$ cat src/sv/utc_pkg.sv
// Package for the unicycle tracking controller: widths, register map,
// CORDIC constants and fixed-point helper functions. No dependencies.
`timescale 1ns / 1ps
`default_nettype none
package utc_pkg;
    localparam int FRAC_BITS_DEF = 16;
    localparam int CORDIC_STEPS = 24;
    localparam logic signed [63:0] CORDIC_GAIN = 64'sd652032874;
    localparam logic signed [63:0] TURN_SCALE = 64'sd683565276;
    localparam int NUM_REGS = 7;
    localparam int ADDR_W = 5;

    localparam logic [2:0] REG_GAIN_ALONG = 3'd0;
    localparam logic [2:0] REG_GAIN_HEADING = 3'd1;
    localparam logic [2:0] REG_GAIN_LATERAL = 3'd2;
    localparam logic [2:0] REG_SPEED_GAIN = 3'd3;
    localparam logic [2:0] REG_TURN_GAIN = 3'd4;
    localparam logic [2:0] REG_WHEEL_RADIUS = 3'd5;
    localparam logic [2:0] REG_INV_HALF_WIDTH = 3'd6;

    localparam logic [30:0] RST_GAIN_ALONG = 31'd360448;
    localparam logic [30:0] RST_GAIN_LATERAL = 31'd622592;
    localparam logic [30:0] RST_SPEED_GAIN = 31'd163840;
    localparam logic [30:0] RST_TURN_GAIN = 31'd65536;
    localparam logic [30:0] RST_WHEEL_RADIUS = 31'd2392;
    localparam logic [30:0] RST_INV_HALF_WIDTH = 31'd624153;

    typedef struct packed {
        logic [30:0] gain_along;
        logic [30:0] gain_heading;
        logic [30:0] gain_lateral;
        logic [30:0] speed_gain;
        logic [30:0] turn_gain;
        logic [30:0] wheel_radius;
        logic [30:0] inverse_half_width;
    } gains_t;

    function automatic logic [31:0] atan_entry(input int i);
        logic [31:0] r;
        unique case (i)
            0: r = 32'd536870912;
            1: r = 32'd316933406;
            2: r = 32'd167458907;
            3: r = 32'd85004756;
            4: r = 32'd42667331;
            5: r = 32'd21354465;
            6: r = 32'd10679838;
            7: r = 32'd5340245;
            8: r = 32'd2670163;
            9: r = 32'd1335087;
            10: r = 32'd667544;
            11: r = 32'd333772;
            12: r = 32'd166886;
            13: r = 32'd83443;
            14: r = 32'd41722;
            15: r = 32'd20861;
            16: r = 32'd10430;
            17: r = 32'd5215;
            18: r = 32'd2608;
            19: r = 32'd1304;
            20: r = 32'd652;
            21: r = 32'd326;
            22: r = 32'd163;
            default: r = 32'd81;
        endcase
        return r;
    endfunction

    function automatic logic [30:0] q16_scale(input logic [30:0] v, input int fb);
        logic [63:0] w;
        w = {33'd0, v} << fb;
        return w[46:16];
    endfunction

    function automatic logic signed [31:0] sat32(input logic signed [65:0] v);
        logic signed [31:0] r;
        if (v > 66'sd2147483647)
            r = 32'sh7FFFFFFF;
        else if (v < -66'sd2147483648)
            r = 32'sh80000000;
        else
            r = v[31:0];
        return r;
    endfunction
endpackage
`default_nettype wire

$ cat src/sv/utc_cfg_regs.sv
// APB register file for the tracking controller gains.
// Depends on utc_pkg.
`timescale 1ns / 1ps
`default_nettype none
module utc_cfg_regs #(
    parameter int FRAC_BITS = utc_pkg::FRAC_BITS_DEF
) (
    input  wire logic                      clk,
    input  wire logic                      rst_n,
    input  wire logic                      psel,
    input  wire logic                      penable,
    input  wire logic                      pwrite,
    input  wire logic [utc_pkg::ADDR_W-1:0] paddr,
    input  wire logic [31:0]               pwdata,
    output logic [31:0]                    prdata,
    output utc_pkg::gains_t                gains
);
    logic [30:0] regs_reg [utc_pkg::NUM_REGS];
    logic [2:0]  idx;
    logic        wr;

    assign idx = paddr[4:2];
    assign wr = psel && penable && pwrite;

    always_ff @(posedge clk or negedge rst_n)
    begin
        if (!rst_n)
        begin
            regs_reg[0] <= utc_pkg::q16_scale(utc_pkg::RST_GAIN_ALONG, FRAC_BITS);
            regs_reg[1] <= utc_pkg::q16_scale(utc_pkg::RST_GAIN_ALONG, FRAC_BITS);
            regs_reg[2] <= utc_pkg::q16_scale(utc_pkg::RST_GAIN_LATERAL, FRAC_BITS);
            regs_reg[3] <= utc_pkg::q16_scale(utc_pkg::RST_SPEED_GAIN, FRAC_BITS);
            regs_reg[4] <= utc_pkg::q16_scale(utc_pkg::RST_TURN_GAIN, FRAC_BITS);
            regs_reg[5] <= utc_pkg::q16_scale(utc_pkg::RST_WHEEL_RADIUS, FRAC_BITS);
            regs_reg[6] <= utc_pkg::q16_scale(utc_pkg::RST_INV_HALF_WIDTH, FRAC_BITS);
        end
        else if (wr && idx < 3'(utc_pkg::NUM_REGS))
        begin
            regs_reg[idx] <= pwdata[30:0];
        end
    end

    always_comb
    begin
        prdata = 32'd0;
        if (idx < 3'(utc_pkg::NUM_REGS))
            prdata = {1'b0, regs_reg[idx]};
    end

    assign gains.gain_along = regs_reg[utc_pkg::REG_GAIN_ALONG];
    assign gains.gain_heading = regs_reg[utc_pkg::REG_GAIN_HEADING];
    assign gains.gain_lateral = regs_reg[utc_pkg::REG_GAIN_LATERAL];
    assign gains.speed_gain = regs_reg[utc_pkg::REG_SPEED_GAIN];
    assign gains.turn_gain = regs_reg[utc_pkg::REG_TURN_GAIN];
    assign gains.wheel_radius = regs_reg[utc_pkg::REG_WHEEL_RADIUS];
    assign gains.inverse_half_width = regs_reg[utc_pkg::REG_INV_HALF_WIDTH];
endmodule
`default_nettype wire

$ cat config.mk
export PLATFORM = sky130hd
export DESIGN_NAME = utc_cfg_regs
export DESIGN_NICKNAME = d
export VERILOG_FILES = /design/src/sv/utc_pkg.sv /design/src/sv/utc_cfg_regs.sv
export SDC_FILE = /design/constraint.sdc
export NUM_CORES = 1
export LEC_CHECK = 0
export ABC_AREA = 1
export BUFFER_PORTS_ARGS = -buffer_cell sky130_fd_sc_hd__clkbuf_2
export CAP_MARGIN = 20
export CORE_MARGIN = 10
export CORE_UTILIZATION = 56
export DETAILED_ROUTE_END_ITERATION = 12
export PLACE_DENSITY = 0.84
export REMOVE_ABC_BUFFERS = 1
export SLEW_MARGIN = 20
export SYNTH_ARGS = -nofsm -noshare
export SYNTH_HDL_FRONTEND = slang
export SYNTH_SLANG_ARGS = --single-unit
$ cat constraint.sdc
create_clock -name clk -period 3.6 [get_ports clk]
set_input_delay 0.72 -clock clk [delete_from_list [all_inputs] [get_ports clk]]
set_output_delay 0.72 -clock clk [all_outputs]
set_load 0.005 [all_outputs]
Yosys cells after proc, flatten, opt, wreduce, memory -nomap -nowiden
Cells that the tools add are included.
{"block": "word_totals", "ff_bits": 217, "latch_bits": 0, "ram_bits": 0, "rom_bits": 0, "inputBits": 42, "output_inout_bits": 249, "n_memories": 0}
{"block": "classes", "addsub": 0, "multipliers": 0, "n_div": 0, "order_cmp": 3, "eq_ne": 0, "shifts": 0, "muxes": 7, "n_bitwise": 1, "n_reduce_logical": 4}
{"operator": "bitwise mux 217 bit", "n": 1}
{"operator": "2-to-1 mux 31 bit", "n": 4}
{"operator": "binary-select mux 31 bit (select 3 bit)", "n": 1}
{"operator": "demux 31 bit (select 3 bit)", "n": 1}
{"operator": ">= comparator 4 bit (second input constant)", "n": 1}
{"operator": "logical AND 1 bit", "n": 4}
{"operator": "< comparator 4 x 1 -> 1 bit (second input constant)", "n": 1}
{"operator": "NOT 3 -> 4 bit", "n": 1}
{"operator": "< comparator 3 bit (second input constant)", "n": 1}

Longest topological paths before layout
Gate-level depths: netlist of the first run.
{"block": "depth", "word_depth": 6, "ltp_mapped": 10, "ltp_nobuf": 7}

Worst setup path after synthesis of the first run
No wires, ideal clock.
{"block": "synth_timing", "path_type": "input to output", "start": "input paddr[2] (netlist name)", "end": "output prdata[10]", "t_arrival_ps": 1551, "required_time_ps": 2880, "setup_slack_ps": 1329, "path_stages": 10, "n_path_buf": 3, "cell_sequence": "buf_4 -> inv_4 -> buf_4 -> buf_4 -> nand2_1 -> nand2_1 -> nand2_1 -> nand2_1 -> nand2_1 -> nand2_1"}
{"block": "synth_via", "elab_chain_len": 5, "elab_cells_between_ends": 6, "cone_classes": "order compare (1); mux (4); bitwise (1)"}
{"item": "from (decl)", "line_no": "utc_cfg_regs.sv:13", "rtl": "input wire logic [utc_pkg::ADDR_W-1:0] paddr,"}
{"item": "NOT 3 -> 4 bit (not written as such)", "line_no": "utc_cfg_regs.sv:47", "rtl": "prdata = {1'b0, regs_reg[idx]};"}
{"item": "binary-select mux 31 bit (select 3 bit)", "line_no": "utc_cfg_regs.sv:47"}
{"item": "2-to-1 mux 31 bit (not written as such) (2 in series)", "line_no": "utc_cfg_regs.sv:47"}
{"item": "2-to-1 mux 31 bit *", "line_no": "utc_cfg_regs.sv:46", "rtl": "if (idx < 3'(utc_pkg::NUM_REGS))"}
{"item": "to (decl)", "line_no": "utc_cfg_regs.sv:15", "rtl": "output logic [31:0] prdata,"}
Mark *: on every way between the ends. The rest lies on a longest branch, timed or not. The select of a mux whose other input is x is not followed.

Worst setup path after layout of the first run
{"block": "layout_timing", "start": "input paddr[4] (netlist name)", "end": "output prdata[12]"}
The elaborated chain is that of the path after synthesis.

==> metrics.cfg, run 1 <==
[floorplan]
row_count = 51
start_util = 0.571
die_y_um = 161
io_pins = 291
coreArea_mm2 = 0.0195
die_area_mm2 = 0.0259
fp.dieW_um = 161

[finish]
layout-drive-gt1-share = 0.221
final_cell_mix = nand2_1, clkbuf_2, o21ai_0
largest_reg_flops = 217
fin_nets = 1825
final_area_mm2 = 0.0133
num_antenna_cells = 0
mostFrequentLayoutCell = nand2_1
synthToLayoutAreaGrowth_pct = 20.1
finish.utilization = 0.685

[cts]
clockBufferDepth = 3
cts_buffers = 23
cts_setup_buffers = 0
cts_resized = 0
h-tree-depth = 1
cts.sinks = 217
clock-root-buffer = clkbuf_16
cts_hold_buf = 0
cts_tree = done
clock_latency_ns = 0.50
path_clk_slew_ns = 0.06

[setup_path]
cp_slowest_stage_delay_ns = 0.49
crit_required_ns = 2.88
path_cells = clkbuf_2 -> buf_4 -> nand3_2 -> nor2_1 -> nor2_1 -> nand2_1 -> clkbuf_2
worstReg2RegStart = gains[9]
critPathKind = in2out
cp-start-kind = input port
cp.arrival_ns = 2.34
cp_num_buf_inv = 3
crit_path_start = paddr[4]
reg2reg_depth = 2
cp_slowest_cell = buf_4
critPathMaxFanout = 37
end_kind = output port
cp_top_family = simple AND/OR/NAND/NOR gates
r2r_slack_ns = 2.79
r2r-end = gains[9]

[grt]
grt_pass1_wl_um = 62700
grt_antenna_before_repair = 0
grt_pass1_vias = 11169
grt_max_degree = 111
grt-ovfl-total = 0
grtUsageTotal = 0.299

[synthesis]
synth_area_mm2 = 0.0111
ys_types = 18
synth-seq-cells = 217
syn_inst = 1551
ys_seq_area_frac = 0.492
netlist_top_cells_area = dfrtp_1, nand2_1, o21ai_0
synth_top_area_frac = 0.432
syn_avg_cell_area_um2 = 7.16
synth_area_leader_cell = dfrtp_1
yosysWarningCount = 0

[sta]
skew_ns = 0
worst-slew-pin-transition_ns = 1.02
setup_violations = 0
final_hold_viol_count = 0
period_needed_ns = 3.06
fmax_ghz = 0.326
drv_slew = 0
slew_headroom = 0.317
rsz0062_at_grt = no
layout_worst_path_cycle_share = 0.851

[detailed_routing]
wl_per_cell_um = 19.3
first_pass_iters = 5
route.detailed.drc = 0
first_iter_violations = 1104
wirelength_um = 39900
ant_nets = 0
via_count = 11454
viasPerCell = 5.55

[placement]
place_area_mm2 = 0.0126
hpwl_um = 24700
gp_congestion = 0.871
io_buffer_count = 286

[power]
peakVddDrop_uv = 436
power_leakage_nw = 7.67
fin_total_pwr_w = 0.00744
powerDensity_mw_per_mm2 = 558

[min_path]
hold_class = in2async

[status]
status = finished, final reports clean

[run]
cap_violations = 0

==> area by class of cell <==
| cell class | instances | area (um2) |
|---|---|---|
| Timing Repair Buffer | 319 | 1750 |
| Clock buffer | 33 | 653 |
| Sequential cell | 217 | 5460 |
| Fill cell | 1548 | 6120 |
| Multi-Input combinational cell | 1216 | 5000 |
| Tap cell | 265 | 332 |
| Clock inverter | 8 | 119 |
| Inverter | 6 | 25.0 |
==> metrics by stage <==
stage               hold WS [ns]  cells  setup TNS, ns  worst slack [ns]
floorplan                  0.424   1439         -55.87            -0.329
global placement           0.468   2023              0             0.588
detailed placement         0.473   2023              0             0.601
CTS                        0.206   2064              0             0.591
global route               0.212   2064              0             0.460
finish                     0.187   2064              0             0.536
==> logic make-up (layout without fill, tap and decap cells) <==
kind of cell | after synthesis | in the layout | share of synthesized area
flip-flops | 217 | 217 | 0.492
other | 1 | 1 | 0.000338
AO/OA/AOI/OAI | 217 | 217 | 0.0978
AND/OR/NAND/NOR | 998 | 998 | 0.350
buffers and inverters | 118 | 366 | 0.0603
==> per-layer routing <==
metal	vias to the layer above	GRT usage	routed length, um
li1	5315	-	-
met1	5305	0.381	15100
met2	722	0.483	18700
met3	112	0.0698	4600
met4	0	0.119	1520
met5	-	0	0
==> cell usage after synthesis (all sizes together) <==
library cell  count
buf              59
clkbuf           53
conb              1
dfrtp           192
dfstp            25
inv               6
nand2           943
nand3            36
nand4             6
nor2             13
o21ai           217
==> worst register-to-register path, stage by stage (launching register included) <==
cell and delay, ns:
dfstp_2 0.56, o21ai_0 0.08, nand2_1 0.11
==> where the power goes <==
group / internal, W / total, W / switching (W) / leakage (nW)
Combinational: 0.000668 / 0.00167 / 0.00101 / 4.54
Clock: 0.00147 / 0.00244 / 0.000970 / 0.381
Sequential: 0.00293 / 0.00333 / 0.000392 / 2.75
Total: 0.00508 / 0.00744 / 0.00237 / 7.67
==> worst max path at each step <==
stage,end,cells after the start
6_report,prdata[12],7
5_1_grt,prdata[12],7
4_1_cts,prdata[12],7
3_5_place_dp,prdata[12],7
3_3_place_gp,prdata[12],7
2_1_floorplan,gains[67],3
Power figures use the tool's default switching activity.
==> run 2: changes to the inputs <==
--- a/config.mk
+++ b/config.mk
@@ -11,6 +11,7 @@
 export CORE_MARGIN = 10
 export CORE_UTILIZATION = 56
 export DETAILED_ROUTE_END_ITERATION = 12
+export MAX_ROUTING_LAYER = met4
 export PLACE_DENSITY = 0.84
 export REMOVE_ABC_BUFFERS = 1
 export SLEW_MARGIN = 20
==> run 2 against run 1 <==
  * Combinational power barely moved
  * Critical path depth did not move
  * Sequential power barely moved
  * Clock-buffer cell count did not move
  * Cell count did not move
  * Routed wire length fell by 0.10%
  * Utilization did not move
  * Critical endpoint unchanged
  * Clock power barely moved
==> metrics.cfg, run 2 (synthesized netlist as in run 1, its figures left out) <==
[floorplan]
coreArea_mm2 = 0.0195
row_count = 51
fp.dieW_um = 161
start_util = 0.571
io_pins = 291
die_y_um = 161
die_area_mm2 = 0.0259

[finish]
fillers = 1548
layout-drive-gt1-share = 0.221
num_antenna_cells = 0
largest_reg_flops = 217
finish.utilization = 0.685
mostFrequentLayoutCell = nand2_1
final_area_mm2 = 0.0133
final_cell_mix = nand2_1, clkbuf_2, o21ai_0
ff_latch_area_mm2 = 0.00546
multiInputGateArea_mm2 = 0.00500
fin_nets = 1825
synthToLayoutAreaGrowth_pct = 20.1

[cts]
cts_buffers = 23
clock-root-buffer = clkbuf_16
cts_tree = done
cts.sinks = 217
cts_setup_buffers = 0
cts_resized = 0
clockBufferDepth = 3
clock_latency_ns = 0.50
cts_hold_buf = 0
h-tree-depth = 1
path_clk_slew_ns = 0.06

[placement]
place_area_mm2 = 0.0126
gp_congestion = 0.885
io_buffer_count = 286
hpwl_um = 24700

[sta]
drv_slew = 0
fmax_ghz = 0.324
slew_headroom = 0.321
worst-slew-pin-transition_ns = 1.02
period_needed_ns = 3.08
layout_worst_path_cycle_share = 0.857
final_hold_viol_count = 0
rsz0062_at_grt = no
skew_ns = 0
setup_violations = 0

[power]
powerDensity_mw_per_mm2 = 558
peakVddDrop_uv = 436
power_leakage_nw = 7.67

[min_path]
hold_class = in2async

[detailed_routing]
first_pass_iters = 7
wl_per_cell_um = 19.3
viasPerCell = 5.52
first_iter_violations = 1237
via_count = 11399
wirelength_um = 39900
ant_nets = 0
route.detailed.drc = 0

[grt]
grtUsageTotal = 0.308
grt_antenna_before_repair = 0
grt_pass1_wl_um = 62700
grt_pass1_vias = 11161
grt-ovfl-total = 0
grt_max_degree = 111

[setup_path]
crit_required_ns = 2.88
cp.arrival_ns = 2.36
end_kind = output port
reg2reg_depth = 2
critPathKind = in2out
cp-start-kind = input port
critPathMaxFanout = 37

[status]
status = finished, final reports clean

[run]
cap_violations = 0

[run 2: cell counts in the layout (fill, tap and decap cells not counted)]
No cell type changed its count.
[run 2: layout make-up]
class	instances	area share
sequential	217	0.409
inverter	6	0.00188
timing repair buffer	319	0.131
multi-input combinational	1216	0.375
clock buffer	33	0.0490
clock inverter	8	0.00891
tap	265	0.0249
[run 2: report_power, final]
part	internal (W)	total [W]	switching, W	leakage, nW
clock network	0.00147	0.00245	0.000977	0.381
logic	0.000668	0.00168	0.00101	4.54
registers	0.00293	0.00332	0.000387	2.75
[run 2: per-stage QoR]
stage               cells  total power (W)  TNS [ns]  hold WS [ns]  setup slack, ns
global placement     2023          0.00495         0         0.468            0.588
global route         2064          0.00786         0         0.210            0.460
CTS                  2064          0.00746         0         0.206            0.591
floorplan            1439          0.00399    -55.87         0.424           -0.329
detailed placement   2023          0.00503         0         0.473            0.601
finish               2064          0.00745         0         0.183            0.515
[run 2: per-layer routing]
metal / wire length, um / global-route usage
met3: 4540 / 0.0629
met5: 0 / -
met4: 1390 / 0.119
met1: 15200 / 0.386
met2: 18800 / 0.482
[run 2: final timing paths]
kind | start | end | slack [ns]
max | paddr[4] | prdata[12] | 0.52
min | rst_n | gains[22] | 0.18
max reg2reg | gains[9] | gains[9] | 2.79
min reg2reg | gains[15] | gains[15] | 0.48
max in group asynchronous | rst_n | gains[9] | 2.41
min in group clk | gains[15] | gains[15] | 0.48
[run 2: critical path, stage by stage]
cell and delay, ns:
clkbuf_2 0.10, buf_4 0.49, nand3_2 0.49, nor2_1 0.22, nor2_1 0.07, nand2_1 0.12, clkbuf_2 0.13
==> run 3: changes to the inputs <==
--- a/config.mk
+++ b/config.mk
@@ -8,7 +8,7 @@
 export ABC_AREA = 1
 export BUFFER_PORTS_ARGS = -buffer_cell sky130_fd_sc_hd__clkbuf_2
 export CAP_MARGIN = 20
-export CORE_MARGIN = 10
+export CORE_MARGIN = 4
 export CORE_UTILIZATION = 56
 export DETAILED_ROUTE_END_ITERATION = 12
 export MAX_ROUTING_LAYER = met4
==> run 3 against run 2 <==
  * First-iteration DRC count is 13% lower
  * Power down 1.7%
  * Largest power group unchanged
  * Flip-flop and latch count did not move
  * Clock skew stayed put
  * Final area down 0.25%
  * Routed wire length fell by 4.6%
  * Sequential power about the same
==> metrics.cfg, run 3 (synthesized netlist as in run 1, its figures left out) <==
[setup_path]
cp_slowest_stage_delay_ns = 0.35
cp-start-kind = input port
crit_top_cell = nor2_1
critPathMaxFanout = 43
cp_num_buf_inv = 4
end_kind = output port
critPathKind = in2out
cp_top_family = buffers and inverters
path_depth = 8
cp_slowest_cell = inv_4
cp.arrival_ns = 2.34
crit_required_ns = 2.88
reg2reg_depth = 2
path_cells = buf_4 -> inv_4 -> buf_12 -> nand3_2 -> nor2_1 -> nor2_1 -> nand2_1 -> clkbuf_2

[sta]
fin_ws_ns = 0.538
final_hold_viol_count = 0
setup_violations = 0
worst-slew-pin-transition_ns = 1.01
skew_ns = 0
slew_headroom = 0.327
fmax_ghz = 0.327
layout_worst_path_cycle_share = 0.851
period_needed_ns = 3.06
rsz0062_at_grt = no
drv_slew = 0

[floorplan]
die_area_mm2 = 0.0222
start_util = 0.571
io_pins = 291
row_count = 51
die_y_um = 149
coreArea_mm2 = 0.0195
fp.dieW_um = 149

[cts]
cts_hold_buf = 0
cts_setup_buffers = 0
clock-root-buffer = clkbuf_16
clock_latency_ns = 0.50
path_clk_slew_ns = 0.06
cts_resized = 0
cts_buffers = 23
cts.sinks = 217
cts_tree = done
h-tree-depth = 1
clockBufferDepth = 3

[detailed_routing]
ant_nets = 0
wirelength_um = 38000
first_pass_iters = 5
route.detailed.drc = 0
first_iter_violations = 1081
wl_per_cell_um = 18.5
via_count = 11487
viasPerCell = 5.58

[grt]
grt_pass1_wl_um = 59400
grt-ovfl-total = 0
grtUsageTotal = 0.348
grt_pass1_vias = 11018
grt_max_degree = 84
grt_antenna_before_repair = 0

[finish]
finish.utilization = 0.684
layout-drive-gt1-share = 0.220
mostFrequentLayoutCell = nand2_1
final_cell_mix = nand2_1, clkbuf_2, o21ai_0
multiInputGateArea_mm2 = 0.00500
ff_latch_area_mm2 = 0.00546
fillers = 1640
synthToLayoutAreaGrowth_pct = 19.8
fin_nets = 1821
largest_reg_flops = 217
num_antenna_cells = 0

[power]
powerDensity_mw_per_mm2 = 550
peakVddDrop_uv = 353
power_leakage_nw = 7.65

[placement]
hpwl_um = 22800
io_buffer_count = 286
post-place-ws_ns = 0.514
gp_congestion = 0.868

[status]
status = finished, final reports clean

[run]
cap_violations = 0

[min_path]
hold_class = in2async

==> run 3: layout make-up <==
type | instances | area share
Multi-Input combinational cell | 1216 | 0.375
Clock inverter | 9 | 0.00733
Clock buffer | 31 | 0.0485
Tap cell | 265 | 0.0249
Timing Repair Buffer | 315 | 0.131
Inverter | 6 | 0.00188
Sequential cell | 217 | 0.410
==> run 3: worst reg2reg max path, stage by stage (launching register included) <==
cell	delay, ns
dfstp_2	0.55
o21ai_0	0.11
nand2_1	0.10
==> run 3: final timing paths <==
kind / from / endpoint / slack [ns]
setup / recovery: paddr[2] / prdata[28] / 0.54
hold / removal: rst_n / gains[164] / 0.26
setup reg to reg: gains[35] / gains[35] / 2.78
hold reg to reg: gains[171] / gains[171] / 0.48
max in group asynchronous: rst_n / gains[139] / 2.46
min in group clk: pwdata[18] / gains[173] / 0.48
==> run 3: report_power, final <==
group	internal (W)	switching, W	leakage, nW
registers	0.00293	0.000389	2.75
logic	0.000667	0.000976	4.53
clock network	0.00140	0.000962	0.369
total	0.00500	0.00233	7.65
==> run 3: through the flow <==
step | total power, W | hold slack (ns) | area (um2) | std cells | setup TNS [ns]
3_5_place_dp | 0.00499 | 0.475 | 12600 | 2019 | 0
4_1_cts | 0.00734 | 0.291 | 13300 | 2059 | 0
5_1_grt | 0.00773 | 0.315 | 13300 | 2059 | 0
2_1_floorplan | 0.00399 | 0.424 | 10500 | 1439 | -55.87
3_3_place_gp | 0.00491 | 0.468 | 12600 | 2019 | 0
6_report | 0.00732 | 0.264 | 13300 | 2059 | 0
==> run 3: layer usage <==
metal	global-route usage	wire length (um)	share of wire	up-vias
met5	-	0	0	-
met4	0.146	1720	0.045	0
met3	0.0659	4300	0.11	130
met2	0.537	17400	0.46	705
met1	0.457	14600	0.38	5347
li1	-	-	-	5305
